<file path="config.mk">
export PLATFORM = sky130hd
export DESIGN_NAME = asd_cell
export DESIGN_NICKNAME = d
export VERILOG_FILES = /design/src/sv/asd_pkg.sv /design/src/sv/asd_cell.sv
export SDC_FILE = /design/constraint.sdc
export NUM_CORES = 1
export LEC_CHECK = 0
export CAP_MARGIN = 25
export CORE_AREA = 2 2 39 41
export CTS_CLUSTER_SIZE = 30
export DETAILED_ROUTE_END_ITERATION = 8
export DIE_AREA = 0 0 41 43
export DONT_BUFFER_PORTS = 1
export SETUP_SLACK_MARGIN = 0.4
export SYNTH_ARGS = -nofsm -noshare
export SYNTH_HDL_FRONTEND = slang
export SYNTH_SLANG_ARGS = --single-unit
</file>
<file path="constraint.sdc">
create_clock -name clk -period 1.6 [get_ports clk]
set_input_delay 0 -clock clk [delete_from_list [all_inputs] [get_ports clk]]
set_output_delay 0 -clock clk [all_outputs]
set_load 0.02 [all_outputs]
</file>
<file path="src/sv/asd_pkg.sv">
// shared types, constants and helpers for the shake and motion detector
// depends on nothing; every other file of the block refers to it by scoped names
package asd_pkg;

	localparam int unsigned CodeW    = 6;
	localparam int unsigned SampleW  = 7;
	localparam int unsigned LevelW   = 8;
	localparam int unsigned ThrW     = 8;
	localparam int unsigned WinW     = 9;
	localparam int unsigned CfgIdxW  = 3;
	localparam int unsigned CfgDataW = 9;
	localparam int unsigned SumW     = 11;
	localparam int unsigned MaxLevel = 189;

	localparam logic [CodeW-1:0] SignPoint = 6'd32;

	localparam logic [ThrW-1:0] SharpThrRst   = 8'd10;
	localparam logic [WinW-1:0] SharpWinRst   = 9'd5;
	localparam logic [WinW-1:0] SharpCntRst   = 9'd2;
	localparam logic [ThrW-1:0] MoveThrRst    = 8'd5;
	localparam logic [WinW-1:0] MoveWinRst    = 9'd15;
	localparam logic [WinW-1:0] MoveCntRst    = 9'd10;
	localparam logic [WinW-1:0] StillCntRst   = 9'd10;
	localparam logic [WinW-1:0] PeakWinRst    = 9'd60;

	typedef enum logic [CfgIdxW-1:0] {
		REG_SHARP_THRESHOLD = 3'd0,
		REG_SHARP_WINDOW    = 3'd1,
		REG_SHARP_COUNT     = 3'd2,
		REG_MOVE_THRESHOLD  = 3'd3,
		REG_MOVE_WINDOW     = 3'd4,
		REG_MOVE_COUNT      = 3'd5,
		REG_STILL_COUNT     = 3'd6,
		REG_PEAK_WINDOW     = 3'd7
	} cfg_idx_t;

	typedef enum logic [1:0] {
		ST_IDLE,
		ST_LEVEL,
		ST_SCAN,
		ST_FINISH
	} state_t;

	typedef struct packed {
		logic [CodeW-1:0] accel_x;
		logic [CodeW-1:0] accel_y;
		logic [CodeW-1:0] accel_z;
	} shake_in_t;

	typedef struct packed {
		logic [LevelW-1:0] shake_level;
		logic              sharp_motion;
		logic              is_moving;
		logic              is_motionless;
		logic [LevelW-1:0] window_peak;
	} shake_out_t;

	typedef struct packed {
		logic [ThrW-1:0] sharp_threshold;
		logic [WinW-1:0] sharp_window;
		logic [WinW-1:0] sharp_count;
		logic [ThrW-1:0] move_threshold;
		logic [WinW-1:0] move_window;
		logic [WinW-1:0] move_count;
		logic [WinW-1:0] still_count;
		logic [WinW-1:0] peak_window;
	} cfg_t;

	typedef struct packed {
		logic push;
		logic rotate;
	} chain_ctrl_t;

	typedef struct packed {
		logic busy;
		logic done;
	} scan_stat_t;

	typedef struct packed {
		logic              sharp;
		logic              moving;
		logic              still;
		logic [LevelW-1:0] peak;
	} scan_res_t;

	// codes above 32 wrap to negative, 32 itself stays positive
	function automatic logic signed [SampleW-1:0] to_signed7(input logic [CodeW-1:0] code);
		logic signed [SampleW-1:0] s;
		s = (code > SignPoint) ? {1'b1, code} : {1'b0, code};
		return s;
	endfunction

endpackage

</file>
<file path="src/sv/asd_cell.sv">
// one history cell: holds a shake level, shifts toward older on push, rotates on scan
// depends on asd_pkg
module asd_cell (
	input  logic                             clk,
	input  logic                             arst_n,
	input  asd_pkg::chain_ctrl_t             ctrl,
	input  logic [asd_pkg::LevelW-1:0]       from_prev,
	input  logic [asd_pkg::LevelW-1:0]       from_next,
	output logic [asd_pkg::LevelW-1:0]       value_q
);

	always_ff @(posedge clk or negedge arst_n) begin
		if (!arst_n) begin
			value_q <= '0;
		end else if (ctrl.push) begin
			value_q <= from_prev;
		end else if (ctrl.rotate) begin
			value_q <= from_next;
		end
	end

endmodule

</file>
==> metrics.txt <==
worst stage delay on the critical path=about 0.85 ns; number of buffers inserted during clock tree synthesis=3; sum of overflow across all layers after global routing=0; max reg flops=8; number of antenna repair diodes=0; Data required, critical path=approximately 1.7 ns; last element of the critical path=value_q[5]; detailed-routing iteration count for the pre-antenna-repair pass=4; detailed-route wire length per cell=13.16 um; Area growth syn-to-layout=56.38%; antenna-violating nets left=0; mapped cell area=approximately 370 sq um; final slew viol count=0; slowest stage cell on the critical path=sky130_fd_sc_hd__dlygate4sd3_1; status=completed; top flop regs=value_q: 8 flops; Syn Nets=54; total negative setup slack=0 ns; total routing usage reported by global routing=0.1239; register with the most flip-flops=value_q; Port Buf Inserts=0; initial core utilization=0.2694; highest clock rate=slightly above 900 MHz; clock tree from TritonCTS=yes; Max H-tree Level=1; global-route wire length before repair=between 1000 and 1500 um; cells traversed along the worst timing path=dlygate4sd3_1 -> mux2i_1 -> o21ai_1; largest clock skew in the final design=0 ns; clock sink count=8; DR vias/cell=between 4 and 5; worst flop-to-flop path endpoint=value_q[5]; largest fanout on the critical path=8; power per unit of standard cell area=about 840 nW/um^2; clock period minus worst slack=around 1.1 ns; sum of net half-perimeters after detailed placement=roughly 550 um; Synth cell types=5; sequential element share of the synthesized area=0.5369; antenna violations before repair=0; final hold viol count=0; clock tree buffer depth=2; worst min path class=input pin to asynchronous set/reset pin; final worst path period share=0.6752; cell count after synthesis=34; most used cells in the layout excluding fill and tap cells=sky130_fd_sc_hd__dlygate4sd3_1, sky130_fd_sc_hd__mux2i_1, sky130_fd_sc_hd__nand2_1, sky130_fd_sc_hd__o21ai_1, sky130_fd_sc_hd__dfrtp_1; start-to-end type of the worst setup path=input pin to flop; reg2reg path depth=2; Post-Route WL=~920 um; DRC violation total after the first TritonRoute iteration=3; most common cell after layout, fill and taps aside=sky130_fd_sc_hd__dlygate4sd3_1; weighted congestion reported at the end of routability-driven placement=around 0.53; total via count in the routed design=327; Reg2Reg Setup Slack=around 0.75 ns; Horiz. Die Dim=41 um; number of top-level design ports=28; maximum number of pins on one net before global-route repair=17; Setup Viol. Count Final=0; clock-pin slew of the registers on the worst-case setup and hold paths=around 0.05 ns; CTS Root Buffer Type=sky130_fd_sc_hd__clkbuf_4; Max rail drop VDD=0.2334 mV; worst setup path start=ctrl[0]; Final #Nets=76; proportion of layout cells with a drive suffix above 1=0.05556; core utilization of the finished layout=0.4213; clock latency at the later pin of the worst-skew pair=between 0.2 and 0.3 ns; beginning of the worst register-to-register path=value_q[5]; Slew Limit Headroom=0.6461; Worst Tran Pin Value=0.5290 ns; CTS resizes=0; Critical Path AT=1.19 ns; Die ar.=around 1800 sq um; leakage dissipation=roughly 0.26 nW; setup repair after global routing missed its margin=no; die outline height=approximately 43 um; number of DRC violations after detailed routing=0; Yosys warning total=0; Worst setup SP type=input pin; FF+latch count, synth=8; worst hold slack across all endpoints=~0.10 ns; row count=14; Avg Inst Size Synth=around 11 sq um; number of maximum-capacitance violations=0; number of global-route vias before repair=approximately 340; Critical Path Sink Type=flop; area of the placeable core=approximately 1400 sq um
[metal layers]
layer  GRT usage  vias to the layer above  wire length [um]
li1            -                      158                 -
met1      0.1201                      149               344
met2      0.1938                       20               492
met3     0.06283                        0                85
met4     0.08000                        0                 0
met5           0                        -                 0
[cell usage after synthesis, drive strengths merged]
cell / number / area, sq um
buf: 2 / 22.52
o21ai: 8 / 40.04
dfrtp: 8 / 200.2
nand2: 8 / 30.03
mux2i: 8 / 80.08
[worst min path at each step]
stage,cells after the start,endpoint,from
2_1_floorplan,0,value_q[0],arst_n
3_3_place_gp,0,value_q[5],arst_n
3_5_place_dp,0,value_q[4],arst_n
4_1_cts,1,value_q[4],arst_n
5_1_grt,1,value_q[6],arst_n
6_report,1,value_q[4],arst_n
[final cells by class]
class	count	area, sq um
Fill cell	134	800.8
Multi-Input combinational cell	24	150.1
Tap cell	16	20.02
Timing Repair Buffer	19	190.2
Clock buffer	3	22.52
Sequential cell	8	200.2
[logic make-up after synthesis]
logic type | after synthesis | share of synthesized area
simple gates | 8 | 0.08054
buf+inv | 2 | 0.06040
mux | 8 | 0.2148
flops | 8 | 0.5369
compound gates | 8 | 0.1074
[report_power, final]
part / internal, W / switching, W
logic: 0.0000488 / 0.0000317
registers: 0.000221 / 0.0000364
clock network: 0.0000856 / 0.0000656
total: 0.000356 / 0.000134
[per-stage QoR]
stage	setup slack (ns)	std cells	power, W	instance area (sq um)
global placement	0.8150	48	0.0002892	370.4
CTS	0.5202	70	0.0005049	583.1
finish	0.5197	70	0.0004893	583.1
floorplan	0.8473	34	0.0002958	372.9
global route	0.4297	70	0.0005286	583.1
detailed placement	0.7993	48	0.0002911	370.4
[worst max-delay path, delay by kind of cell]
| family | cells | cell delay (ns) |
|---|---|---|
| muxes | 1 | 0.26 |
| buffers and inverters | 1 | 0.85 |
| AOI/OAI and AO/OA | 1 | 0.08 |
[what timing repair did]
action | in CTS | in global routing
setup buffers | 0 | 0
hold buffers | 19 | 0
hold endpoints to repair | 16 | 0
endpoints found under the setup margin | 0 | 0
(Power assumes the default switching activity.)
