## src/sv/asd_pkg.sv

```systemverilog
// shared types, constants and helpers for the shake and motion detector
// depends on nothing; every other file of the block refers to it by scoped names
package asd_pkg;

	localparam int unsigned CodeW    = 6;
	localparam int unsigned SampleW  = 7;
	localparam int unsigned LevelW   = 8;
	localparam int unsigned ThrW     = 8;
	localparam int unsigned WinW     = 9;
	localparam int unsigned CfgIdxW  = 3;
	localparam int unsigned CfgDataW = 9;
	localparam int unsigned SumW     = 11;
	localparam int unsigned MaxLevel = 189;

	localparam logic [CodeW-1:0] SignPoint = 6'd32;

	localparam logic [ThrW-1:0] SharpThrRst   = 8'd10;
	localparam logic [WinW-1:0] SharpWinRst   = 9'd5;
	localparam logic [WinW-1:0] SharpCntRst   = 9'd2;
	localparam logic [ThrW-1:0] MoveThrRst    = 8'd5;
	localparam logic [WinW-1:0] MoveWinRst    = 9'd15;
	localparam logic [WinW-1:0] MoveCntRst    = 9'd10;
	localparam logic [WinW-1:0] StillCntRst   = 9'd10;
	localparam logic [WinW-1:0] PeakWinRst    = 9'd60;

	typedef enum logic [CfgIdxW-1:0] {
		REG_SHARP_THRESHOLD = 3'd0,
		REG_SHARP_WINDOW    = 3'd1,
		REG_SHARP_COUNT     = 3'd2,
		REG_MOVE_THRESHOLD  = 3'd3,
		REG_MOVE_WINDOW     = 3'd4,
		REG_MOVE_COUNT      = 3'd5,
		REG_STILL_COUNT     = 3'd6,
		REG_PEAK_WINDOW     = 3'd7
	} cfg_idx_t;

	typedef enum logic [1:0] {
		ST_IDLE,
		ST_LEVEL,
		ST_SCAN,
		ST_FINISH
	} state_t;

	typedef struct packed {
		logic [CodeW-1:0] accel_x;
		logic [CodeW-1:0] accel_y;
		logic [CodeW-1:0] accel_z;
	} shake_in_t;

	typedef struct packed {
		logic [LevelW-1:0] shake_level;
		logic              sharp_motion;
		logic              is_moving;
		logic              is_motionless;
		logic [LevelW-1:0] window_peak;
	} shake_out_t;

	typedef struct packed {
		logic [ThrW-1:0] sharp_threshold;
		logic [WinW-1:0] sharp_window;
		logic [WinW-1:0] sharp_count;
		logic [ThrW-1:0] move_threshold;
		logic [WinW-1:0] move_window;
		logic [WinW-1:0] move_count;
		logic [WinW-1:0] still_count;
		logic [WinW-1:0] peak_window;
	} cfg_t;

	typedef struct packed {
		logic push;
		logic rotate;
	} chain_ctrl_t;

	typedef struct packed {
		logic busy;
		logic done;
	} scan_stat_t;

	typedef struct packed {
		logic              sharp;
		logic              moving;
		logic              still;
		logic [LevelW-1:0] peak;
	} scan_res_t;

	// codes above 32 wrap to negative, 32 itself stays positive
	function automatic logic signed [SampleW-1:0] to_signed7(input logic [CodeW-1:0] code);
		logic signed [SampleW-1:0] s;
		s = (code > SignPoint) ? {1'b1, code} : {1'b0, code};
		return s;
	endfunction

endpackage

```

## src/sv/asd_scan.sv

```systemverilog
// scan unit: watches the head cell while the history rotates once, counts and tracks the peak
// depends on asd_pkg
module asd_scan #(
	parameter int unsigned HistoryDepth = 300
) (
	input  logic                       clk,
	input  logic                       arst_n,
	input  logic                       start,
	input  logic [asd_pkg::LevelW-1:0] head,
	input  asd_pkg::cfg_t              cfg,
	output asd_pkg::scan_stat_t        stat,
	output asd_pkg::scan_res_t         res
);

	localparam int unsigned IdxW   = $clog2(HistoryDepth);
	localparam int unsigned CntW   = $clog2(HistoryDepth + 1);
	localparam int unsigned CmpW   = (IdxW > asd_pkg::WinW) ? IdxW : asd_pkg::WinW;
	localparam int unsigned CntCmpW = (CntW > asd_pkg::WinW) ? CntW : asd_pkg::WinW;

	logic                       busy_q, done_q;
	logic [IdxW-1:0]            idx_q;
	logic [CntW-1:0]            sharp_cnt_q, move_cnt_q, still_cnt_q;
	logic [asd_pkg::LevelW-1:0] peak_q;
	logic                       last, in_sharp, in_move, in_peak;
	logic                       over_sharp, over_move;

	always_comb begin
		last       = (idx_q == IdxW'(HistoryDepth - 1));
		in_sharp   = CmpW'(idx_q) < CmpW'(cfg.sharp_window);
		in_move    = CmpW'(idx_q) < CmpW'(cfg.move_window);
		in_peak    = CmpW'(idx_q) < CmpW'(cfg.peak_window);
		over_sharp = head > cfg.sharp_threshold;
		over_move  = head > cfg.move_threshold;
	end

	always_ff @(posedge clk or negedge arst_n) begin
		if (!arst_n) begin
			busy_q <= 1'b0;
			done_q <= 1'b0;
			idx_q  <= '0;
		end else begin
			done_q <= busy_q && last;
			if (start) begin
				busy_q <= 1'b1;
				idx_q  <= '0;
			end else if (busy_q) begin
				busy_q <= !last;
				idx_q  <= last ? '0 : idx_q + 1'b1;
			end
		end
	end

	always_ff @(posedge clk) begin
		if (start) begin
			sharp_cnt_q <= '0;
			move_cnt_q  <= '0;
			still_cnt_q <= '0;
			peak_q      <= '0;
		end else if (busy_q) begin
			if (in_sharp && over_sharp) begin
				sharp_cnt_q <= sharp_cnt_q + 1'b1;
			end
			if (in_move && over_move) begin
				move_cnt_q <= move_cnt_q + 1'b1;
			end
			if (over_move) begin
				still_cnt_q <= still_cnt_q + 1'b1;
			end
			if (in_peak && head > peak_q) begin
				peak_q <= head;
			end
		end
	end

	always_comb begin
		stat.busy  = busy_q;
		stat.done  = done_q;
		res.sharp  = CntCmpW'(sharp_cnt_q) >= CntCmpW'(cfg.sharp_count);
		res.moving = CntCmpW'(move_cnt_q) >= CntCmpW'(cfg.move_count);
		res.still  = CntCmpW'(still_cnt_q) < CntCmpW'(cfg.still_count);
		res.peak   = peak_q;
	end

endmodule

```

## config.mk

```make
export PLATFORM = sky130hd
export DESIGN_NAME = asd_scan
export DESIGN_NICKNAME = d
export VERILOG_FILES = /design/src/sv/asd_pkg.sv /design/src/sv/asd_scan.sv
export SDC_FILE = /design/constraint.sdc
export NUM_CORES = 1
export LEC_CHECK = 0
export ABC_AREA = 1
export BUFFER_PORTS_ARGS = -buffer_cell sky130_fd_sc_hd__buf_4
export CAP_MARGIN = 20
export CORE_ASPECT_RATIO = 1.75
export CORE_UTILIZATION = 56
export DETAILED_ROUTE_END_ITERATION = 10
export PLACE_DENSITY = 0.81
export SYNTH_ARGS = -nofsm -noshare
export SYNTH_HDL_FRONTEND = slang
export SYNTH_SLANG_ARGS = --single-unit
```

## constraint.sdc

```tcl
create_clock -name clk -period 2.1 [get_ports clk]
set_clock_uncertainty 0.05 [all_clocks]
set_input_delay 0.105 -clock clk [delete_from_list [all_inputs] [get_ports clk]]
set_output_delay 0.105 -clock clk [all_outputs]
set_load 0.05 [all_outputs]
```

==> out/summary.txt, run 1 <==
share of layout cells above drive strength 1: 16.09%
Avg Cell Area, Syn: 6.597 um2
Final Hold Vio Count: 0
Post-CTS Setup Inserts: 0
all-layer global routing usage: 26.84%
top cells by area, synth: ha_1 (22%), dfxtp_1 (16%), nand2_1 (13%)
GP Congestion: 0.9279
vias: 4409
FMAX: 0.5188 GHz
Synth top area share: 22.38%
Total Wirelength: 10460 um
nets@finish: 916
relative slew slack: 70.24%
area grow syn2layout: 22.12%
post-layout worst setup margin: 0.1725 ns
FFs w/ async S/R, synth: 23.91%
Critical Path Start Type: flop
Critical Path RT: 2.24 ns
HPWL Detailed: 8667 um
WP data arrival: 2.07 ns
post-synthesis register bit count: 46
Final min period: 1.927 ns
final setup violating endpoints: 0
die width: 68.71 um
Setup TNS Final: 0 ns
Vias/cell: 5.212
crit-path cells: ha_1, nand2_1, inv_1, nand2_1, nand2_1, nand2_1, nand3_1, buf_4, nor2_1, nand3_1, nand2_1, nor2_1
CP peak stage delay: 0.48 ns
Worst-path clk slew: 0.07 ns
Core Region: 7567 um2
dpl cells: 837
die area: 8157 um2
clock tree from TritonCTS: built
global route overflow: 0
maximum VDD drop: 0.3653 mV
CP dominant cell by count: nand2_1
warnings from Yosys: 0
Tcrit/Tclk final: 91.78%
top_reg_cell synth: dfxtp_1
Sink Count: 46
Worst Tran Pin Value: 0.4454 ns
leading area contributor after synthesis: ha_1
highest-count cells in the layout ignoring fill and taps: nand2_1 (156), inv_1 (142), buf_4 (100)
CP Max Fanout: 10
max-cap violation count: 0
DRC violations left: 0
wire per inst: 12.36 um
CTS buffer count: 5
Pre-antenna DRT Iters: 5
sequential area share after synthesis: 22.38%
Root Buffer: clkbuf_16
commonest non-fill, non-tap cell in the layout: nand2_1
# IOs: 94
CTS max path bufs: 2
outcome: completed
RSZ-0062 raised after global routing: no
Die Span Y: 118.7 um
1st-iter DRT viols: 174
WS Path Type: flop to flop
leak pwr: 0.003029 uW
PwrDens: 511.7 nW/um2
first-pass GRT wire length: 16710 um
diode count: 0
Non-Filler Instances: 846
worst min path class: primary input to flop
Clock Latency Late Sink: 0.30 ns
Largest delay share family, worst path: simple AND/OR/NAND/NOR gates
Crit. End Element: flop
design area: 5325 um2
initial core utilization: 57.62%
Mapped Area: 4360 um2
synthesized net count: 820
Buf/Inv on CP: 2
placed inst area: 5144 um2
number of synthesized flops with an enable pin: 0
pre-CTS setup slack: 0.1665 ns
cell row count: 42
antenna viol nets, final: 0
Slowest-stage cell, CP: dfrtp_1
total number of H-tree levels: 2
fin util: 70.37%
synth unique cells: 36
PortBufs: 93
vias in the first global route: 4172
initial antenna violation count: 0
Post-Synthesis Cells: 661
final slew viol count: 0
largest net degree at the start of global routing: 30
## layout make-up
type / instances / area [um2]
Fill cell: 701 / 2242
Sequential cell: 46 / 975.9
Clock buffer: 5 / 125.1
Multi-Input combinational cell: 459 / 2784
Clock inverter: 3 / 23.77
Timing Repair Buffer: 101 / 760.7
Inverter: 144 / 545.5
Tap cell: 88 / 110.1
## metrics by stage
step	hold WS (ns)	total power, uW
global route	0.01424	2881
floorplan	-0.2406	1612
CTS	0.003037	2736
global placement	-0.09958	1881
finish	0.0002645	2725
detailed placement	-0.09702	1919
## registers in the layout, indices dropped and copies added, names as in the netlist
register     flops
move_cnt_q       9
peak_q           8
still_cnt_q      9
done_q           1
idx_q            9
busy_q           1
sharp_cnt_q      9
## path summary, 6_finish.rpt
check,from,end,slack [ns],depth (start not counted)
min in group asynchronous,arst_n,idx_q[4]$_DFFE_PN0P_,0.13,2
setup reg to reg,idx_q[4]$_DFFE_PN0P_,move_cnt_q[4]$_SDFFE_PP0P_,0.17,12
hold / removal,head[0],peak_q[0]$_SDFFE_PP0P_,0.0003,3
setup / recovery,idx_q[4]$_DFFE_PN0P_,move_cnt_q[4]$_SDFFE_PP0P_,0.17,12
max in group asynchronous,arst_n,idx_q[6]$_DFFE_PN0P_,1.71,2
hold reg to reg,still_cnt_q[7]$_SDFFE_PP0P_,still_cnt_q[7]$_SDFFE_PP0P_,0.44,2
## synth_stat cells (6+ instances only)
cell type,instances
dfxtp_1,35
nor3_1,6
xor2_1,10
ha_1,78
o21ai_0,18
dfrtp_1,11
nand2_1,156
a21oi_1,36
inv_1,142
nand3_1,28
nand4_1,19
nor2_1,75
## metal layers
layer  vias up  track usage, %  part of all wire [%]
met5         -               0                     0
met1      1989           24.37                    35
met2       116           52.51                    57
met3        25           3.378                   3.5
li1       2279               -                     -
met4         0           14.29                   3.7
## timing repair
action / 4_1_cts / 5_1_grt
endpoints found under the setup margin: 0 / 10
hold endpoints to repair: 11 / 0
hold buffers: 1 / 0
gates resized for setup: 0 / 4
## worst register-to-register path: stages, from the launching register on
cell and delay, ns:
dfrtp_1 0.48, ha_1 0.34, nand2_1 0.09, inv_1 0.04, nand2_1 0.05, nand2_1 0.04
nand2_1 0.07, nand3_1 0.13, buf_4 0.20, nor2_1 0.12, nand3_1 0.08, nand2_1 0.08
nor2_1 0.04
## power breakdown
group          leakage, uW  internal, uW  total (uW)  switching [uW]
combinational      0.00252           363         900             537
sequential        0.000432           940        1010            67.4
clock            0.0000747           448         817             369
total              0.00303          1750        2720             973
## cells by family (layout without fill, tap and decap cells)
logic type,after synthesis,in the layout,synth area share (%)
and+or+nand+nor,295,295,28.52
buffers and inverters,156,253,14.40
adders and majority gates,78,78,22.38
AOI/OAI and AO/OA,73,73,9.699
DFF,46,46,22.38
xor gates and xnor gates,13,13,2.611
Power figures use the tool's default switching activity.
==> inputs of run 2 (changes only) <==
--- a/config.mk
+++ b/config.mk
@@ -11,7 +11,7 @@
 export CORE_ASPECT_RATIO = 1.75
 export CORE_UTILIZATION = 56
 export DETAILED_ROUTE_END_ITERATION = 10
-export PLACE_DENSITY = 0.81
+export PLACE_DENSITY = 0.82
 export SYNTH_ARGS = -nofsm -noshare
 export SYNTH_HDL_FRONTEND = slang
 export SYNTH_SLANG_ARGS = --single-unit
==> constraint.sdc (replaced) <==
create_clock -name clk -period 2.2 [get_ports clk]
set_clock_uncertainty 0.05 [all_clocks]
set_input_delay 0.11 -clock clk [delete_from_list [all_inputs] [get_ports clk]]
set_output_delay 0.11 -clock clk [all_outputs]
set_load 0.05 [all_outputs]
==> out/summary.txt, run 2 (same netlist as run 1, synthesis figures left out) <==
sequential share of power: 37.2% (+0.2 points)
register area: 977.2 um2 (+0.13%)
Crit Reg-Reg Endpoint: idx_q[7]$_DFFE_PN0P_
Pwr Total: 2580 uW (-5.3%)
relative slew slack: 66.06% (-4.2 points)
r2r setup slk: 0.26 ns (+0.09 ns)
# IOs: 94 (unchanged)
wire per inst: 12.59 um (+1.8%)
Final Hold Vio Count: 0 (unchanged)
CTS max path bufs: 2 (unchanged)
antenna viol nets, final: 0 (unchanged)
cell row count: 42 (unchanged)
Critical Path RT: 2.04 ns (-0.20 ns)
Worst-path clk slew: 0.07 ns (about the same)
CP Max Fanout: 3 (-7)
Setup TNS Final: 0 ns (unchanged)
Die Span Y: 118.7 um (unchanged)
total number of H-tree levels: 2 (unchanged)
vias in the first global route: 4338 (+4.0%)
Vias/cell: 5.204 (-0.14%)
Final min period: 1.956 ns
Sink Count: 46 (unchanged)
area grow syn2layout: 21.21%
Comb pwr share: 32.8% (-0.2 points)
Tcrit/Tclk final: 88.90%
RSZ-0062 raised after global routing: no
Critical Path Start Type: flop
min-delay src: head[0]
diode count: 0 (unchanged)
outcome: completed
Clock Latency Late Sink: 0.29 ns (about the same)
Psw: 917.0 uW (-5.8%)
die area: 8157 um2 (unchanged)
largest net degree at the start of global routing: 30 (unchanged)
HPWL Detailed: 8837 um (+2.0%)
Clock power frac: 30.0% (about the same)
all-layer global routing usage: 27.87% (+1.0 points)
1st-iter DRT viols: 244 (+40%)
P_int: 1663 uW (-5.1%)
FMAX: 0.5113 GHz
Crit. End Element: output port
final slew viol count: 0 (unchanged)
GP Congestion: 0.9119 (-1.7%)
WS Path Type: flop to output port
WP data arrival: 1.80 ns (-0.27 ns)
Switching Fraction: 35.54% (-0.17 points)
initial antenna violation count: 0 (unchanged)
highest-count cells in the layout ignoring fill and taps: nand2_1 (156), inv_1 (142), buf_4 (97)
DRC violations left: 0 (unchanged)
PortBufs: 93 (unchanged)
Worst Tran Pin Value: 0.5078 ns (+0.06240 ns)
worst min path class: primary input to flop
leak pwr: 0.003012 uW (-0.57%)
FILL cells: 673 (-4.0%)
vias: 4387 (-0.50%)
WHS Path Cells: 3 (unchanged)
PwrDens: 488.2 nW/um2 (-4.6%)
die width: 68.71 um (unchanged)
maximum VDD drop: 0.3846 mV (+5.3%)
nets@finish: 913 (-0.33%)
Post-CTS Setup Inserts: 0 (unchanged)
CP Launch Point: still_cnt_q[8]$_SDFFE_PP0P_
Total Wirelength: 10620 um (+1.5%)
Core Region: 7567 um2 (unchanged)
CTS buffer count: 5 (unchanged)
hold path endpoint: peak_q[0]$_SDFFE_PP0P_
Worst R2R Path Depth: 8 (-4)
max-cap violation count: 0 (unchanged)
area of the multi-input gates: 2766 um2 (-0.63%)
reg2reg start: idx_q[1]$_DFFE_PN0P_
final setup violating endpoints: 0 (unchanged)
commonest non-fill, non-tap cell in the layout: nand2_1
global route overflow: 0 (unchanged)
clock tree from TritonCTS: built
share of layout cells above drive strength 1: 15.76% (-0.33 points)
Root Buffer: clkbuf_16
Pre-antenna DRT Iters: 4 (-1)
first-pass GRT wire length: 17570 um (+5.1%)
initial core utilization: 57.62% (unchanged)
-- run 2: changes by cell type in the layout (fill, tap and decap cells not counted), sizes merged --
cell      previous run  this run
clkinvlp             0         1
clkinv               1         0
buf                100        97
-- run 2: routing by layer --
metal | up-vias | routed length, um | GRT usage (%)
met4 | 0 | 309 | 10.08
met3 | 24 | 393 | 3.185
li1 | 2270 | - | -
met1 | 1984 | 3824 | 26.13
met2 | 109 | 6087 | 56.19
met5 | - | 0 | 0
-- run 2: power by group through the flow --
| stage | Clock (uW) | Sequential [uW] | Combinational (uW) |
|---|---|---|---|
| finish | 775 | 960 | 845 |
| global route | 814 | 968 | 960 |
| CTS | 787 | 960 | 853 |
| detailed placement | 0 | 978 | 847 |
| global placement | 0 | 976 | 815 |
| floorplan | 0 | 1070 | 470 |
-- run 2: layout make-up --
class | count | share of cell area (%)
Timing Repair Buffer | 98 | 13.97
Clock buffer | 5 | 2.367
Tap cell | 88 | 2.083
Sequential cell | 46 | 18.49
Clock inverter | 3 | 0.4261
Multi-Input combinational cell | 459 | 52.34
Inverter | 144 | 10.32
-- run 2: timing repair --
action / in CTS / in global routing
resized for setup: 0 / 2
setup endpoints to repair: 0 / 3
endpoints found under the hold margin: 11 / 0
hold buffers: 1 / 0
-- run 2: stage by stage --
| step | setup WS, ns | hold WS (ns) | cell area (um2) | utilization (%) | instances |
|---|---|---|---|---|---|
| floorplan | 0.2762 | -0.2356 | 4365 | - | 661 |
| global placement | 0.2699 | -0.09558 | 5121 | 67.68 | 834 |
| global route | 0.1110 | 0.03146 | 5285 | 69.84 | 843 |
| finish | 0.2441 | 0.01115 | 5285 | 69.84 | 843 |
| detailed placement | 0.1827 | -0.09295 | 5121 | 67.68 | 834 |
| CTS | 0.1560 | 0.01361 | 5279 | 69.76 | 843 |
-- run 2: worst max-delay path: stages (launching register included) --
cell,delay [ns]
dfxtp_1,0.33
ha_1,0.30
inv_1,0.05
nor3_1,0.28
nand4_1,0.13
a21oi_1,0.17
a211oi_2,0.05
buf_4,0.20
-- run 2: worst max path at each step --
stage | to | cells after the start
after floorplan | peak_q[5]$_SDFFE_PP0P_ | 12
after global placement | idx_q[7]$_DFFE_PN0P_ | 8
after detailed placement | move_cnt_q[3]$_SDFFE_PP0P_ | 9
after CTS | move_cnt_q[3]$_SDFFE_PP0P_ | 9
after global routing | move_cnt_q[3]$_SDFFE_PP0P_ | 11
final | res[8] | 7
==> inputs of run 3 (changes only) <==
--- a/config.mk
+++ b/config.mk
@@ -8,10 +8,10 @@
 export ABC_AREA = 1
 export BUFFER_PORTS_ARGS = -buffer_cell sky130_fd_sc_hd__buf_4
 export CAP_MARGIN = 20
-export CORE_ASPECT_RATIO = 1.75
-export CORE_UTILIZATION = 56
+export CORE_ASPECT_RATIO = 2
+export CORE_UTILIZATION = 60
 export DETAILED_ROUTE_END_ITERATION = 10
-export PLACE_DENSITY = 0.82
+export PLACE_DENSITY = 0.87
 export SYNTH_ARGS = -nofsm -noshare
 export SYNTH_HDL_FRONTEND = slang
 export SYNTH_SLANG_ARGS = --single-unit
==> constraint.sdc (replaced) <==
create_clock -name clk -period 2.5 [get_ports clk]
set_clock_uncertainty 0.05 [all_clocks]
set_input_delay 0.125 -clock clk [delete_from_list [all_inputs] [get_ports clk]]
set_output_delay 0.125 -clock clk [all_outputs]
set_load 0.05 [all_outputs]
==> out/summary.txt, run 3 (same netlist as run 1, synthesis figures left out) <==
Setup TNS Final: 0 ns (unchanged)
Buf/Inv on CP: 1 (-1)
Core Region: 6994 um2 (-7.6%)
CP peak stage delay: 0.52 ns (+0.19 ns)
wire per inst: 12.82 um (+1.8%)
Non-Filler Instances: 842 (-0.12%)
Worst-path clk slew: 0.07 ns (about the same)
Tcrit/Tclk final: 87.60%
vias in the first global route: 4393 (+1.3%)
r2r setup slk: 0.31 ns (+0.05 ns)
Sink Count: 46 (unchanged)
Die Span Y: 122.6 um (+3.2%)
reg2reg start: idx_q[4]$_DFFE_PN0P_
hold_buf cts: 1 (unchanged)
total number of H-tree levels: 2 (unchanged)
DRC violations left: 0 (unchanged)
clock tree from TritonCTS: built
Pre-antenna DRT Iters: 4 (unchanged)
final slew viol count: 0 (unchanged)
HPWL Detailed: 8867 um (+0.34%)
relative slew slack: 69.28% (+3.2 points)
Final min period: 2.190 ns
all-layer global routing usage: 29.91% (+2.0 points)
highest-count cells in the layout ignoring fill and taps: nand2_1 (156), inv_1 (142), buf_4 (94)
1st-iter DRT viols: 199 (-18%)
initial antenna violation count: 0 (unchanged)
Total Wirelength: 10790 um (+1.7%)
initial core utilization: 62.34% (+4.7 points)
# IOs: 94 (unchanged)
Worst R2R Path Depth: 11 (+3)
Vias/cell: 5.254 (+0.96%)
Largest delay share family, worst path: simple AND/OR/NAND/NOR gates
CP Max Fanout: 11 (+8)
Critical Path RT: 2.64 ns (+0.60 ns)
CTS buffer count: 5 (unchanged)
GP Congestion: 0.9117 (about the same)
first-pass GRT wire length: 18260 um (+4.0%)
Clock Latency Late Sink: 0.29 ns (about the same)
RSZ-0062 raised after global routing: no
vias: 4424 (+0.84%)
die width: 62.28 um (-9.4%)
max-cap violation count: 0 (unchanged)
share of layout cells above drive strength 1: 15.03% (-0.73 points)
FMAX: 0.4566 GHz
nets@finish: 910 (-0.33%)
worst hold margin: 0.02512 ns (+0.01397 ns)
WP data arrival: 2.33 ns (+0.53 ns)
cell row count: 43 (+2.4%)
Critical Path Start Type: flop
Crit. path cell count: 11 (+4)
Root Buffer: clkbuf_16
CTS max path bufs: 2 (unchanged)
commonest non-fill, non-tap cell in the layout: nand2_1
maximum VDD drop: 0.3777 mV (-1.8%)
outcome: completed
PortBufs: 93 (unchanged)
Slowest-stage cell, CP: dfrtp_1
die area: 7633 um2 (-6.4%)
Worst Tran Pin Value: 0.4597 ns (-0.04813 ns)
pre-CTS setup slack: 0.3948 ns (+0.2121 ns)
post-layout worst setup margin: 0.3101 ns (+0.06596 ns)
leak pwr: 0.002991 uW (-0.68%)
worst min path class: primary input to flop
Worst setup endpoint: move_cnt_q[0]$_SDFFE_PP0P_
CP dominant cell by count: nand2_1
antenna viol nets, final: 0 (unchanged)
largest net degree at the start of global routing: 30 (unchanged)
cts repair resizes: 0 (unchanged)
area grow syn2layout: 20.49%
final setup violating endpoints: 0 (unchanged)
crit-path cells: ha_1, nand2_1, inv_1, nand2_1, nand2_1, nand2_1, nand3_1, nor2_1, nand2_1, nand2_1, nor2_1
WS Path Type: flop to flop
Post-CTS Setup Inserts: 0 (unchanged)
CP Launch Point: idx_q[4]$_DFFE_PN0P_
global route overflow: 0 (unchanged)
PwrDens: 433.4 nW/um2 (-11%)
Final Hold Vio Count: 0 (unchanged)
dpl cells: 833 (-0.12%)
Crit Reg-Reg Endpoint: move_cnt_q[0]$_SDFFE_PP0P_
diode count: 0 (unchanged)
Crit. End Element: flop
run 3: layer usage:
layer  GRT usage (%)  vias up  routed length (um)
li1                -     2266                   -
met1           27.10     2014                3753
met2           61.61      108                6299
met3           3.717       36                 284
met4           17.15        0                 456
met5               0        -                   0
run 3: how the worst min path moves through the flow:
| stage | endpoint | from | depth (start not counted) | slack [ns] |
|---|---|---|---|---|
| global route | still_cnt_q[4]$_SDFFE_PP0P_ | start | 2 | 0.04 |
| detailed placement | idx_q[3]$_DFFE_PN0P_ | arst_n | 1 | -0.08 |
| floorplan | busy_q$_DFF_PN0_ | arst_n | 0 | -0.22 |
| CTS | peak_q[0]$_SDFFE_PP0P_ | head[0] | 3 | 0.03 |
| global placement | idx_q[3]$_DFFE_PN0P_ | arst_n | 1 | -0.08 |
| finish | peak_q[0]$_SDFFE_PP0P_ | head[0] | 3 | 0.03 |
run 3: metrics by stage:
| stage | area [um2] | utilization, % | power (uW) |
|---|---|---|---|
| CTS | 5254 | 75.12 | 2288 |
| detailed placement | 5096 | 72.86 | 1604 |
| global placement | 5096 | 72.86 | 1565 |
| finish | 5254 | 75.12 | 2277 |
| floorplan | 4360 | - | 1354 |
| global route | 5254 | 75.12 | 2415 |
run 3: worst reg2reg max path: stages, from the launching register on:
cell	delay, ns
dfrtp_1	0.52
ha_1	0.31
nand2_1	0.09
inv_1	0.04
nand2_1	0.05
nand2_1	0.04
nand2_1	0.06
nand3_1	0.28
nor2_1	0.38
nand2_1	0.10
nand2_1	0.10
nor2_1	0.05
run 3: layout make-up:
class	instances	area, um2
Multi-Input combinational cell	459	2756
Fill cell	588	1740
Sequential cell	46	975.9
Timing Repair Buffer	95	715.7
Inverter	144	545.5
Clock buffer	5	125.1
Tap cell	90	112.6
Clock inverter	3	22.52
run 3: power breakdown:
group          switching [uW]  internal [uW]
Sequential               53.6            789
Combinational             453            297
Clock                     309            375
Total                     816           1460
