--- config.mk ---
export PLATFORM = sky130hd
export DESIGN_NAME = asd_level
export DESIGN_NICKNAME = d
export VERILOG_FILES = /design/src/sv/asd_pkg.sv /design/src/sv/asd_level.sv
export SDC_FILE = /design/constraint.sdc
export NUM_CORES = 1
export LEC_CHECK = 0
export ABC_AREA = 1
export BUFFER_PORTS_ARGS = -buffer_cell sky130_fd_sc_hd__buf_2
export CAP_MARGIN = 0
export CORE_ASPECT_RATIO = 0.6
export CORE_UTILIZATION = 40
export DETAILED_ROUTE_END_ITERATION = 6
export SLEW_MARGIN = 20
export SYNTH_ARGS = -nofsm -noshare
export SYNTH_HDL_FRONTEND = slang
export SYNTH_SLANG_ARGS = --single-unit
export TNS_END_PERCENT = 20
--- constraint.sdc ---
create_clock -name clk -period 9.5 [get_ports clk]
set_clock_uncertainty 0.15 [all_clocks]
set_input_delay 1.425 -clock clk [delete_from_list [all_inputs] [get_ports clk]]
set_output_delay 1.425 -clock clk [all_outputs]
set_load 0.05 [all_outputs]
--- src/sv/asd_pkg.sv ---
// shared types, constants and helpers for the shake and motion detector
// depends on nothing; every other file of the block refers to it by scoped names
package asd_pkg;

	localparam int unsigned CodeW    = 6;
	localparam int unsigned SampleW  = 7;
	localparam int unsigned LevelW   = 8;
	localparam int unsigned ThrW     = 8;
	localparam int unsigned WinW     = 9;
	localparam int unsigned CfgIdxW  = 3;
	localparam int unsigned CfgDataW = 9;
	localparam int unsigned SumW     = 11;
	localparam int unsigned MaxLevel = 189;

	localparam logic [CodeW-1:0] SignPoint = 6'd32;

	localparam logic [ThrW-1:0] SharpThrRst   = 8'd10;
	localparam logic [WinW-1:0] SharpWinRst   = 9'd5;
	localparam logic [WinW-1:0] SharpCntRst   = 9'd2;
	localparam logic [ThrW-1:0] MoveThrRst    = 8'd5;
	localparam logic [WinW-1:0] MoveWinRst    = 9'd15;
	localparam logic [WinW-1:0] MoveCntRst    = 9'd10;
	localparam logic [WinW-1:0] StillCntRst   = 9'd10;
	localparam logic [WinW-1:0] PeakWinRst    = 9'd60;

	typedef enum logic [CfgIdxW-1:0] {
		REG_SHARP_THRESHOLD = 3'd0,
		REG_SHARP_WINDOW    = 3'd1,
		REG_SHARP_COUNT     = 3'd2,
		REG_MOVE_THRESHOLD  = 3'd3,
		REG_MOVE_WINDOW     = 3'd4,
		REG_MOVE_COUNT      = 3'd5,
		REG_STILL_COUNT     = 3'd6,
		REG_PEAK_WINDOW     = 3'd7
	} cfg_idx_t;

	typedef enum logic [1:0] {
		ST_IDLE,
		ST_LEVEL,
		ST_SCAN,
		ST_FINISH
	} state_t;

	typedef struct packed {
		logic [CodeW-1:0] accel_x;
		logic [CodeW-1:0] accel_y;
		logic [CodeW-1:0] accel_z;
	} shake_in_t;

	typedef struct packed {
		logic [LevelW-1:0] shake_level;
		logic              sharp_motion;
		logic              is_moving;
		logic              is_motionless;
		logic [LevelW-1:0] window_peak;
	} shake_out_t;

	typedef struct packed {
		logic [ThrW-1:0] sharp_threshold;
		logic [WinW-1:0] sharp_window;
		logic [WinW-1:0] sharp_count;
		logic [ThrW-1:0] move_threshold;
		logic [WinW-1:0] move_window;
		logic [WinW-1:0] move_count;
		logic [WinW-1:0] still_count;
		logic [WinW-1:0] peak_window;
	} cfg_t;

	typedef struct packed {
		logic push;
		logic rotate;
	} chain_ctrl_t;

	typedef struct packed {
		logic busy;
		logic done;
	} scan_stat_t;

	typedef struct packed {
		logic              sharp;
		logic              moving;
		logic              still;
		logic [LevelW-1:0] peak;
	} scan_res_t;

	// codes above 32 wrap to negative, 32 itself stays positive
	function automatic logic signed [SampleW-1:0] to_signed7(input logic [CodeW-1:0] code);
		logic signed [SampleW-1:0] s;
		s = (code > SignPoint) ? {1'b1, code} : {1'b0, code};
		return s;
	endfunction

endpackage

--- src/sv/asd_level.sv ---
// front end: signed conversion, change against previous sample, running mean
// depends on asd_pkg; three register stages from accepted word to level
module asd_level #(
	parameter int unsigned AverageDepth = 2
) (
	input  logic                       clk,
	input  logic                       arst_n,
	input  logic                       take,
	input  asd_pkg::shake_in_t         word,
	output logic                       level_valid_s3,
	output logic [asd_pkg::LevelW-1:0] level_s3
);

	localparam int unsigned SlotW       = (AverageDepth > 1) ? $clog2(AverageDepth) : 1;
	localparam int unsigned RecipShift  = asd_pkg::SumW + 3;
	localparam int unsigned RecipW      = RecipShift + 1;
	localparam logic [RecipW-1:0] Recip =
		RecipW'(((1 << RecipShift) + AverageDepth - 1) / AverageDepth);
	localparam int unsigned ProdW       = asd_pkg::SumW + RecipW;

	logic signed [asd_pkg::SampleW-1:0] prev_x_q, prev_y_q, prev_z_q;
	logic signed [asd_pkg::SampleW-1:0] cur_x, cur_y, cur_z;
	logic signed [asd_pkg::SampleW:0]   dx, dy, dz;
	logic [asd_pkg::SampleW-1:0]        ax, ay, az;
	logic [asd_pkg::LevelW-1:0]         change;
	logic [asd_pkg::LevelW-1:0]         ring_q [AverageDepth];
	logic [SlotW-1:0]                   slot_q, slot_n;
	logic                               v_s1, v_s2;
	logic [asd_pkg::SumW-1:0]           sum_s2, ring_sum;
	logic [ProdW-1:0]                   prod;

	always_comb begin
		cur_x  = asd_pkg::to_signed7(word.accel_x);
		cur_y  = asd_pkg::to_signed7(word.accel_y);
		cur_z  = asd_pkg::to_signed7(word.accel_z);
		dx     = {cur_x[asd_pkg::SampleW-1], cur_x} - {prev_x_q[asd_pkg::SampleW-1], prev_x_q};
		dy     = {cur_y[asd_pkg::SampleW-1], cur_y} - {prev_y_q[asd_pkg::SampleW-1], prev_y_q};
		dz     = {cur_z[asd_pkg::SampleW-1], cur_z} - {prev_z_q[asd_pkg::SampleW-1], prev_z_q};
		ax     = dx[asd_pkg::SampleW] ? asd_pkg::SampleW'(-dx) : asd_pkg::SampleW'(dx);
		ay     = dy[asd_pkg::SampleW] ? asd_pkg::SampleW'(-dy) : asd_pkg::SampleW'(dy);
		az     = dz[asd_pkg::SampleW] ? asd_pkg::SampleW'(-dz) : asd_pkg::SampleW'(dz);
		change = asd_pkg::LevelW'(ax) + asd_pkg::LevelW'(ay) + asd_pkg::LevelW'(az);
		slot_n = (slot_q == SlotW'(AverageDepth - 1)) ? '0 : slot_q + 1'b1;
	end

	always_comb begin
		ring_sum = '0;
		for (int i = 0; i < AverageDepth; i++) begin
			ring_sum = ring_sum + asd_pkg::SumW'(ring_q[i]);
		end
	end

	assign prod = ProdW'(sum_s2) * ProdW'(Recip);

	always_ff @(posedge clk or negedge arst_n) begin
		if (!arst_n) begin
			prev_x_q       <= '0;
			prev_y_q       <= '0;
			prev_z_q       <= '0;
			slot_q         <= '0;
			v_s1           <= 1'b0;
			v_s2           <= 1'b0;
			level_valid_s3 <= 1'b0;
			for (int i = 0; i < AverageDepth; i++) begin
				ring_q[i] <= '0;
			end
		end else begin
			v_s1           <= take;
			v_s2           <= v_s1;
			level_valid_s3 <= v_s2;
			if (take) begin
				prev_x_q       <= cur_x;
				prev_y_q       <= cur_y;
				prev_z_q       <= cur_z;
				slot_q         <= slot_n;
				ring_q[slot_n] <= change;
			end
		end
	end

	// mean by reciprocal multiply, exact for every reachable sum
	always_ff @(posedge clk) begin
		if (v_s1) begin
			sum_s2 <= ring_sum;
		end
		if (v_s2) begin
			level_s3 <= prod[RecipShift +: asd_pkg::LevelW];
		end
	end

endmodule

==> results of run 1 <==
-- routing by layer --
| layer | track usage, % | share of wire, % |
|---|---|---|
| met5 | 0 | 0 |
| met4 | 6.629 | 1.0 |
| met3 | 4.506 | 5.1 |
| met2 | 26.60 | 40 |
| met1 | 26.46 | 54 |
-- state kept, by name, summed over array words and instances, names as in the netlist --
name / count
ring_q: 16
prev_z_q: 7
v_s2: 1
level_s3: 8
prev_x_q: 7
sum_s2: 8
v_s1: 1
prev_y_q: 7
slot_q: 1
level_valid_s3: 1
-- path summary, 6_finish.rpt --
path / endpoint / slack (ns) / cells past startpoint
setup / recovery: ring_q[15]$_DFFE_PN0P_ / 4.65 / 23
hold / removal: level_s3[5]$_DFFE_PP_ / 0.27 / 0
setup reg to reg: ring_q[14]$_DFFE_PN0P_ / 5.60 / 20
hold reg to reg: level_s3[5]$_DFFE_PP_ / 0.27 / 0
max in group asynchronous: ring_q[6]$_DFFE_PN0P_ / 7.88 / 1
min in group asynchronous: prev_x_q[4]$_DFFE_PN0P_ / 0.93 / 1
-- cells by family (layout without fill, tap and decap cells) --
logic type	Yosys count	after routing	share of synthesized area (%)
and+or+nand+nor	261	261	27.42
buffers and inverters	99	138	8.943
AOI/OAI and AO/OA	71	71	9.032
DFF	57	57	35.54
adders and majority gates	49	49	16.59
xor gates and xnor gates	12	12	2.480
-- stage by stage --
step | total power [uW] | instance area (um2) | hold slack, ns
final | 1410 | 4836 | 0.2726
after global routing | 1536 | 4836 | 0.2727
after CTS | 1423 | 4833 | 0.2701
after detailed placement | 1084 | 4527 | 0.2561
after global placement | 1058 | 4527 | 0.2519
after floorplan | 923.1 | 4239 | 0.2503
-- cells in the final DEF, fill, tap and decap left out, drive strengths merged, types with 4 or more instances in the layout --
cell,instances
or2,4
o21ai,38
nand3,41
inv,92
nand2,167
buf,30
nor3,5
a21o,4
nor2,25
nand4,13
clkbuf,10
dfrtp,41
a21oi,24
xor2,9
edfxtp,16
ha,37
fa,12
-- power by group --
part | switching (uW) | total (uW) | internal, uW
Sequential | 31.0 | 377 | 346
Clock | 120 | 330 | 210
Combinational | 441 | 703 | 262
Total | 592 | 1410 | 819
-- cell type report --
type                    count  area, um2
inverters                  92      345.3
fillers                   989       5254
clock buffers              10      239.0
multi-input cells         393       2354
flip-flops and latches     57       1506
repair buffers             30      155.1
well taps                 135      168.9
clock inverters             6      67.56
-- worst max-delay path: cells and delay by family --
kind	cells	cell delay [ns]
AOI/OAI and AO/OA	2	0.40
adders and majority gates	4	1.38
buffers and inverters	5	0.39
and+or+nand+nor	12	1.31
==> summary.md, run 1 <==
| Metric | Value |
|---|---|
| Tightest Hold Check Type | reg -> reg |
| Hold path start | sum_s2[6]$_DFFE_PP_ |
| Status | completed |
| Worst r2r src | prev_x_q[0]$_DFFE_PN0P_ |
| Post-route ant nets | 0 |
| Total negative setup slack | 0 ns |
| # setup viols final | 0 |
| # clock sinks | 57 |
| DRC viols | 0 |
| Worst Tran Pin Value | 0.5512 ns |
| Die Width | 134.9 um |
| Most numerous cell in the Yosys netlist | nand2_1 |
| Max-slew headroom | 63.26% |
| Async SR Flop Fraction | 71.93% |
| Die Outline Area | 11,030 um2 |
| Post-DP HPWL | 7.127 mm |
| Vias post-DR | 3,483 |
| Number of nets in the layout | 653 |
| Row count | 28 |
| CTS clk-pin slew, worst paths | 0.05 ns |
| First-pass GRT wire length | 15.28 mm |
| Post-Place Cells | 707 |
| IO buf count | 29 |
| Share of post-route cells with drive strength above 1 | 12.07% |
| Most used DFF post-synth | dfrtp_1 |
| Final wirelength | 9.057 mm |
| Max_cap viols | 0 |
| RSZ-0062 raised after global routing | no |
| Finished Layout Cells | 723 |
| Area of the core | 10,090 um2 |
| Wire per inst | 12.53 um |
| Slew Limit Fails | 0 |
| Cts repair resizes | 0 |
| Syn_nets | 619 |
| Post-Syn Area per Cell | 7.721 um2 |
| First-iteration detailed-routing DRC count | 155 |
| Area contributors post-synth | dfrtp_1 (24%), nand2_1 (14%), edfxtp_1 (11%) |
| Initial Utilization | 42.01% |
| CTS tree | done |
| CP cell instances | buf_2 -> nor3_1 -> nand2_1 -> nand2_1 -> inv_1 -> ha_1 -> nand2_1 -> nor2_1 -> nor2_1 -> or2_1 -> nand2_2 -> nor2_1 -> a21oi_1 -> fa_1 -> inv_1 -> ha_1 -> inv_1 -> fa_1 -> inv_1 -> nand4_1 -> a31o_2 -> nand3_1 -> nand2_1 |
| Clock insertion delay at the later pin of the skew report | 0.33 ns |
| CP peak stage delay | 0.44 ns |
| Critical path type | in -> reg |
| Maximum vdd drop | 0.1251 mV |
| Detailed Routing Iterations Pass 1 | 4 |
| Launch point of the worst path | word[3] |
| Final hold violation count | 0 |
| Yosys reg bits | 57 |
| Syn. warnings | 0 |
| GRT Overall Usage | 18.38% |
| Worst Path Arrival | 4.92 ns |
| P&R area growth vs syn | 14.08% |
| Max Freq | 206.2 MHz |
| Ports | 30 |
| Largest net degree at the start of global routing | 42 |
| Post CTS Setup Buffer Count | 0 |
| Setup ws final | 4.651 ns |
| Final estimated routing congestion in global placement | 0.8438 |
| Hold Buf Count CTS | 0 |
| Post-synth top area share | 24.20% |
| Power Dens Cells | 291.6 nW/um2 |
| Distinct cell type count after synthesis | 32 |
| Drt via density | 4.817 |
| Synth Cell Area | 4239 um2 |
| Final core occ | 47.93% |
| Tcrit/Tclk final | 51.05% |
| Req. time, crit path | 9.57 ns |
| N_diodes | 0 |
| Number of global-route vias before repair | 3,207 |
| Top post-synthesis cells by count | nand2_1 (160), inv_1 (91), dfrtp_1 (41) |
| Post-synth EDFFs | 16 |
| Longest Clk Path Bufs | 2 |
| Global route overflow | 0 |
| Seq/Total Area, Yosys | 35.54% |
| Die Height | 81.74 um |
| Initial antenna violation count | 0 |
| Slowest CP cell | fa_1 |
| Synth Instances | 549 |
| Leading area contributor after synthesis | dfrtp_1 |
| Crit end category | flop |
| Leak | 0.002551 uW |
| Min Tclk post-route | 4.849 ns |
| Critical path launch point type | input pin |
| CTS Buf Count | 9 |
| Clk Tree Root Cell | clkbuf_16 |
| H-Tree Depth | 3 |
| CP max FO | 9 |
| Placement Setup Slack | 4.298 ns |
No activity file was read; power rests on OpenSTA's default activity.
==> run 2, diff against run 1 <==
ABC_AREA = 0   (was 1)
clock period = 5 ns   (was 9.5 ns; I/O delays follow)
==> run 2 against run 1 <==
Sequential share of layout area is 1.9 points higher. Register-to-register slack worse by 4.8 ns. Global-route usage shrank 1.1 points. Non-clock buffer count did not move. Clock power rose by 110%. Utilization rose by 0.73 points. Hold slack got worse by 0.091 ns. Final cell count is 21% lower. Area after synthesis down 7.4%. Highest routed layer unchanged.
==> summary.md, run 2 <==
| Metric | Value |
|---|---|
| Ports | 30 (unchanged) |
| Power Dens Cells | 620.3 nW/um2 (was 291.6 nW/um2) |
| Maximum vdd drop | 0.3097 mV (was 0.1251 mV) |
| Switching power | 1115 uW (was 591.6 uW) |
| Finished Layout Cells | 572 (was 723) |
| Clock insertion delay at the later pin of the skew report | 0.34 ns (was 0.33 ns) |
| Worst r2r src | prev_x_q[2]$_DFFE_PN0P_ (was prev_x_q[0]$_DFFE_PN0P_) |
| Post-Place Cells | 555 (was 707) |
| Post-synth top area share | 26.15% (was 24.20%) |
| Post CTS Setup Buffer Count | 0 (unchanged) |
| Tcrit/Tclk final | 89.96% |
| Area contributors post-synth | dfrtp_1 (26%), edfxtp_1 (12%), ha_1 (12%) (was dfrtp_1 (24%), nand2_1 (14%), edfxtp_1 (11%)) |
| R2R Path End | ring_q[6]$_DFFE_PN0P_ (was ring_q[14]$_DFFE_PN0P_) |
| N_diodes | 0 (unchanged) |
| Post-DP HPWL | 5.662 mm (was 7.127 mm) |
| Final hold violation count | 0 (unchanged) |
| CTS tree | done (unchanged) |
| Cts repair resizes | 0 (unchanged) |
| Clk Tree Root Cell | clkbuf_16 (unchanged) |
| Distinct cell type count after synthesis | 53 (was 32) |
| Synth Instances | 403 (was 549) |
| Global route overflow | 0 (unchanged) |
| Share of post-route cells with drive strength above 1 | 13.35% (was 12.07%) |
| Post-route ant nets | 0 (unchanged) |
| Initial Utilization | 41.93% (was 42.01%) |
| Max Freq | 222.3 MHz |
| Die Outline Area | 10,220 um2 (was 11,030 um2) |
| Area of the core | 9358 um2 (was 10,090 um2) |
| Post-synth EDFFs | 16 (unchanged) |
| Status | completed (unchanged) |
| Logic pwr share | 50.2% (was 49.9%) |
| Longest Clk Path Bufs | 2 (unchanged) |
| Post-Syn Area per Cell | 9.736 um2 (was 7.721 um2) |
| Max-slew headroom | 48.51% (was 63.26%) |
| Min Tclk post-route | 4.498 ns |
| First-iteration detailed-routing DRC count | 121 (was 155) |
| Internal Power | 1709 uW (was 818.5 uW) |
| Worst Path Arrival | 4.54 ns (was 4.92 ns) |
| # setup viols final | 0 (unchanged) |
| Leading area contributor after synthesis | dfrtp_1 (unchanged) |
| Vias post-DR | 2,862 (was 3,483) |
| CP max FO | 6 (was 9) |
| Seq/Total Area, Yosys | 38.39% (was 35.54%) |
| P&R area growth vs syn | 16.04% (was 14.08%) |
| Initial antenna violation count | 0 (unchanged) |
| Number of global-route vias before repair | 2,795 (was 3,207) |
| CTS Buf Count | 9 (unchanged) |
| Number of flip-flops in the largest register | 16 (unchanged) |
| Switching Fraction | 39.50% (was 41.95%) |
| # clock sinks | 57 (unchanged) |
| Slew Limit Fails | 0 (unchanged) |
| Hold Buf Count CTS | 0 (unchanged) |
| Tightest Hold Check Type | in -> async (was reg -> reg) |
| Final estimated routing congestion in global placement | 0.8142 (was 0.8438) |
| Syn_nets | 473 (was 619) |
| H-Tree Depth | 3 (unchanged) |
| Number of nets in the layout | 507 (was 653) |
| Leak | 0.002110 uW (was 0.002551 uW) |
| Drt via density | 5.003 (was 4.817) |
| IO buf count | 29 (unchanged) |
| Critical path launch point type | input pin (unchanged) |
| Most numerous cell in the Yosys netlist | inv_1 (was nand2_1) |
| Launch point of the worst path | word[7] (was word[3]) |
| Final wirelength | 7.595 mm (was 9.057 mm) |
| Req. time, crit path | 5.04 ns (was 9.57 ns) |
| Most common cell after layout, fill and taps aside | inv_1 (was nand2_1) |
| Crit end category | flop (unchanged) |
| Async SR Flop Fraction | 71.93% (unchanged) |
| Total negative setup slack | 0 ns (unchanged) |
| Yosys reg bits | 57 (unchanged) |
| Commonest non-fill, non-tap cells in the layout | inv_1 (51), nand2_1 (43), dfrtp_1 (41) (was nand2_1 (160), inv_1 (91), dfrtp_1 (41)) |
| Clock network fraction of design power | 24.0% (was 23.4%) |
| R2r worst-path depth | 17 (was 20) |
| Max_cap viols | 0 (unchanged) |
| CTS clk-pin slew, worst paths | 0.06 ns (was 0.05 ns) |
| Die Height | 78.72 um (was 81.74 um) |
| Largest net degree at the start of global routing | 45 (was 42) |
| Critical path type | in -> reg (unchanged) |
| Wire per inst | 13.28 um (was 12.53 um) |
| First-pass GRT wire length | 13.20 mm (was 15.28 mm) |
| Syn. warnings | 0 (unchanged) |
| RSZ-0062 raised after global routing | no (unchanged) |
| Reg power frac | 25.8% (was 26.7%) |
| Top post-synthesis cells by count | inv_1 (51), nand2_1 (43), dfrtp_1 (41) (was nand2_1 (160), inv_1 (91), dfrtp_1 (41)) |
| Worst Tran Pin Value | 0.7723 ns (was 0.5512 ns) |
| DRC viols | 0 (unchanged) |
| R2r setup slk | 0.78 ns (was 5.60 ns) |
| Top reg by flops | ring_q (unchanged) |
| Synth Cell Area | 3924 um2 (was 4239 um2) |
| GRT Overall Usage | 17.29% (was 18.38%) |
| Largest regs | ring_q x16, level_s3 x8, sum_s2 x8 (unchanged) |
| Row count | 27 (was 28) |
| Die Width | 129.9 um (was 134.9 um) |
| Detailed Routing Iterations Pass 1 | 4 (unchanged) |
| Most used DFF post-synth | dfrtp_1 (unchanged) |
-- run 2: cell count changes in the layout (fill, tap and decap cells not counted), sizes merged, moves of 6 or more --
cell / change
xnor2: +22
nor2: -10
nand3: -37
nor2b: +6
nand2: -124
inv: -39
nand4: -13
-- run 2: power by group through the flow --
stage	combinational (uW)	sequential, uW	clock (uW)
after floorplan	1070	788	0
after global placement	1390	731	0
after detailed placement	1420	737	0
after CTS	1430	729	694
after global routing	1640	748	716
final	1420	727	679
-- run 2: per-stage QoR --
step / total power, uW / util, % / hold WS [ns] / area, um2 / worst slack [ns]
after global placement: 2121 / 44.94 / 0.2527 / 4205 / 0.2811
after CTS: 2858 / 48.44 / 0.2678 / 4533 / 0.4919
after floorplan: 1858 / - / 0.2503 / 3924 / 0.7814
final: 2824 / 48.66 / 0.1818 / 4553 / 0.5020
after detailed placement: 2155 / 44.94 / 0.2545 / 4205 / 0.2130
after global routing: 3105 / 48.66 / 0.1987 / 4553 / 0.06776
-- run 2: cell type report --
class	instances	area, um2
multi-input cells	288	2200
clock inverters	7	102.6
clock buffers	9	225.2
well taps	130	162.7
flip-flops and latches	57	1506
fillers	893	4805
inverters	51	191.4
repair buffers	30	165.2
-- run 2: worst max path at each step --
stage | to | cells after the start
2_1_floorplan | ring_q[6]$_DFFE_PN0P_ | 17
3_3_place_gp | ring_q[6]$_DFFE_PN0P_ | 18
3_5_place_dp | ring_q[6]$_DFFE_PN0P_ | 18
4_1_cts | ring_q[6]$_DFFE_PN0P_ | 18
5_1_grt | ring_q[14]$_DFFE_PN0P_ | 18
6_report | ring_q[6]$_DFFE_PN0P_ | 18
-- run 2: cells by family (layout without fill, tap and decap cells) --
group / Yosys count / count (layout) / synth area share (%)
AOI/OAI and AO/OA: 104 / 104 / 16.81
xor gates and xnor gates: 37 / 37 / 8.259
adders and majority gates: 49 / 49 / 17.92
buffers and inverters: 58 / 97 / 5.548
DFF: 57 / 57 / 38.39
muxes: 8 / 8 / 2.200
and+or+nand+nor: 90 / 90 / 10.87
-- run 2: per-layer routing --
layer	GRT usage, %	part of all wire (%)	wire length, um	vias to the layer above
li1	-	-	-	1460
met2	24.49	40	3040	40
met4	6.977	1.6	119	0
met1	24.77	54	4121	1350
met3	4.650	4.1	313	12
met5	0	0	0	-
-- run 2: worst max-delay path, cell delays in order --
cell      delay (ns)
buf_2           0.13
nor4_1          0.26
a21boi_0        0.20
ha_1            0.36
a31oi_1         0.21
and2_1          0.16
a22o_1          0.21
nor2b_1         0.18
xor2_1          0.24
fa_1            0.50
inv_1           0.08
ha_1            0.23
a21o_1          0.16
a21oi_1         0.20
o21ai_0         0.11
a21oi_1         0.18
xor2_1          0.26
o21ai_0         0.13
==> run 3, diff against run 2 <==
clock period = 5.5 ns   (was 5 ns; I/O delays follow)
==> run 3 against run 2 <==
Sequential power fell by 8.9%. First-iteration DRC count is 31% higher. Global-route usage shrank 0.39 points. Clock-buffer cell count stayed put. Die area did not move. Power shrank 9.1%. Largest cell class unchanged. Cell area is 0.44% lower. Register-to-register slack better by 0.52 ns. Via count is 1.6% lower. Sequential share of layout area up 0.15 points. Non-clock buffer count decreased by 1. Combinational power down 9%.
==> summary.md, run 3 (same netlist as run 2, synthesis figures left out) <==
| Metric | Value |
|---|---|
| # clock sinks | 57 (unchanged) |
| # setup viols final | 0 (unchanged) |
| Worst Tran Pin Value | 0.9648 ns (was 0.7723 ns) |
| Number of nets in the layout | 506 (was 507) |
| Total power | 2567 uW (was 2824 uW) |
| Status | completed (unchanged) |
| Max_cap viols | 0 (unchanged) |
| Largest net degree at the start of global routing | 45 (unchanged) |
| Final hold violation count | 0 (unchanged) |
| Slew Limit Fails | 0 (unchanged) |
| Clock network fraction of design power | 24.1% (was 24.0%) |
| Area of placed instances | 4205 um2 (unchanged) |
| Critical path launch point type | input pin (unchanged) |
| First-pass GRT wire length | 13.02 mm (was 13.20 mm) |
| Family with the most delay on the worst path | compound AO/OA/AOI/OAI gates (unchanged) |
| Die Outline Area | 10,220 um2 (unchanged) |
| Worst Path Arrival | 4.55 ns (was 4.54 ns) |
| Finished Layout Cells | 571 (was 572) |
| Switching power | 1016 uW (was 1115 uW) |
| Most common cell after layout, fill and taps aside | inv_1 (unchanged) |
| RSZ-0062 raised after global routing | no (unchanged) |
| Detailed Routing Iterations Pass 1 | 4 (unchanged) |
| Post-route ant nets | 0 (unchanged) |
| Cts repair resizes | 0 (unchanged) |
| Req. time, crit path | 5.54 ns (was 5.04 ns) |
| Initial Utilization | 41.93% (unchanged) |
| Number of flip-flops in the largest register | 16 (unchanged) |
| Internal Power | 1551 uW (was 1709 uW) |
| Global route overflow | 0 (unchanged) |
| H-Tree Depth | 3 (unchanged) |
| Clock insertion delay at the later pin of the skew report | 0.34 ns (about the same) |
| Crit end category | flop (unchanged) |
| Critical path depth | 18 (unchanged) |
| Area of the core | 9358 um2 (unchanged) |
| Drt via density | 4.932 (was 5.003) |
| Commonest non-fill, non-tap cells in the layout | inv_1 (51), nand2_1 (43), dfrtp_1 (41) (unchanged) |
| Worst hold stages | 0 |
| Wire per inst | 13.06 um (was 13.28 um) |
| R2r worst-path depth | 17 (unchanged) |
| Ports | 30 (unchanged) |
| Max-slew headroom | 35.68% (was 48.51%) |
| Die Width | 129.9 um (unchanged) |
| Critical path type | in -> reg (unchanged) |
| Reg power frac | 25.8% (about the same) |
| Max Freq | 221.9 MHz |
| Post CTS Setup Buffer Count | 0 (unchanged) |
| First-iteration detailed-routing DRC count | 159 (was 121) |
| P&R area growth vs syn | 15.53% (was 16.04%) |
| Number of global-route vias before repair | 2,723 (was 2,795) |
| Final estimated routing congestion in global placement | 0.8142 (unchanged) |
| Switching Fraction | 39.58% (was 39.50%) |
| Die Height | 78.72 um (unchanged) |
| CTS tree | done (unchanged) |
| DRC viols | 0 (unchanged) |
| Fin area | 4533 um2 (was 4553 um2) |
| Total negative setup slack | 0 ns (unchanged) |
| Hold Buf Count CTS | 0 (unchanged) |
| Slowest CP cell | fa_1 (unchanged) |
| CP cell instances | buf_2 -> nor4_1 -> a21boi_0 -> ha_1 -> a31oi_1 -> and2_1 -> a22o_1 -> nor2b_1 -> xor2_1 -> fa_1 -> inv_1 -> ha_1 -> a21o_1 -> a21oi_1 -> o21ai_0 -> a21oi_1 -> xor2_1 -> o21ai_0 (unchanged) |
| Tightest Hold Check Type | reg -> reg (was in -> async) |
| CP peak stage delay | 0.58 ns (was 0.50 ns) |
| Post-DP HPWL | 5.590 mm (was 5.662 mm) |
| Leak | 0.002100 uW (was 0.002110 uW) |
| Row count | 27 (unchanged) |
| Power Dens Cells | 566.4 nW/um2 (was 620.3 nW/um2) |
| CP max FO | 6 (unchanged) |
| N_diodes | 0 (unchanged) |
| CTS clk-pin slew, worst paths | 0.05 ns (was 0.06 ns) |
| GRT Overall Usage | 16.89% (was 17.29%) |
| Logic pwr share | 50.1% (was 50.2%) |
| Initial antenna violation count | 0 (unchanged) |
| Post-Place Cells | 555 (unchanged) |
| Min Tclk post-route | 4.506 ns |
| Setup ws final | 0.9940 ns (was 0.5020 ns) |
| Maximum vdd drop | 0.2807 mV (was 0.3097 mV) |
| Clk Tree Root Cell | clkbuf_16 (unchanged) |
| Largest regs | ring_q x16, level_s3 x8, sum_s2 x8 (unchanged) |
| IO buf count | 29 (unchanged) |
| Tcrit/Tclk final | 81.93% |
| Vias post-DR | 2,816 (was 2,862) |
| Share of post-route cells with drive strength above 1 | 13.15% (was 13.35%) |
| CTS Buf Count | 9 (unchanged) |
| Longest Clk Path Bufs | 2 (unchanged) |
| Bufs and invs on worst path | 2 (unchanged) |
| Placement Setup Slack | 0.6499 ns (was 0.2130 ns) |
| Final wirelength | 7.460 mm (was 7.595 mm) |
| Top reg by flops | ring_q (unchanged) |
-- run 3: changes by cell type in the layout (fill, tap and decap cells not counted), sizes merged --
cell | before | now
buf | 30 | 29
-- run 3: path summary, 6_finish.rpt --
kind | startpoint | end | slack (ns)
worst max-delay path | word[7] | ring_q[6]$_DFFE_PN0P_ | 0.99
worst min-delay path | sum_s2[6]$_DFFE_PP_ | level_s3[5]$_DFFE_PP_ | 0.27
worst max register to register | prev_x_q[2]$_DFFE_PN0P_ | ring_q[6]$_DFFE_PN0P_ | 1.30
worst min register to register | sum_s2[6]$_DFFE_PP_ | level_s3[5]$_DFFE_PP_ | 0.27
max in group asynchronous | arst_n | ring_q[6]$_DFFE_PN0P_ | 4.10
min in group asynchronous | arst_n | prev_z_q[1]$_DFFE_PN0P_ | 0.49
-- run 3: per-stage QoR --
| step | utilization (%) | hold slack (ns) |
|---|---|---|
| after global routing | 48.44 | 0.2821 |
| after floorplan | - | 0.2503 |
| after CTS | 48.44 | 0.2676 |
| final | 48.44 | 0.2662 |
| after detailed placement | 44.94 | 0.2545 |
| after global placement | 44.94 | 0.2528 |
-- run 3: worst reg2reg max path: cells and delay by family, from the launching register on --
| family | cells | cell delay [ns] |
|---|---|---|
| buffers and inverters | 2 | 0.11 |
| XOR/XNOR | 2 | 0.42 |
| AND/OR/NAND/NOR | 1 | 0.10 |
| adder cells (fa/ha/maj) | 3 | 1.23 |
| flip-flops | 1 | 0.32 |
| AO/OA/AOI/OAI | 9 | 1.74 |
-- run 3: power groups by stage --
| stage | Sequential (uW) | Combinational, uW | Clock (uW) |
|---|---|---|---|
| global placement | 665 | 1260 | 0 |
| CTS | 663 | 1300 | 632 |
| floorplan | 716 | 973 | 0 |
| finish | 662 | 1290 | 619 |
| detailed placement | 670 | 1280 | 0 |
| global route | 679 | 1490 | 655 |
-- run 3: area by class of cell --
class	instances	area, um2
fillers	874	4825
multi-input cells	288	2200
flip-flops and latches	57	1506
clock buffers	9	225.2
inverters	51	191.4
well taps	130	162.7
repair buffers	29	145.1
clock inverters	7	102.6
-- run 3: per-layer routing --
metal / up-vias / share of wire [%] / global-route usage (%) / wire, um
met5: - / 0 / 0 / 0
met3: 9 / 3.3 / 4.852 / 249
met2: 42 / 39 / 23.64 / 2941
met1: 1302 / 56 / 24.57 / 4176
li1: 1463 / - / - / -
met4: 0 / 1.2 / 5.930 / 93
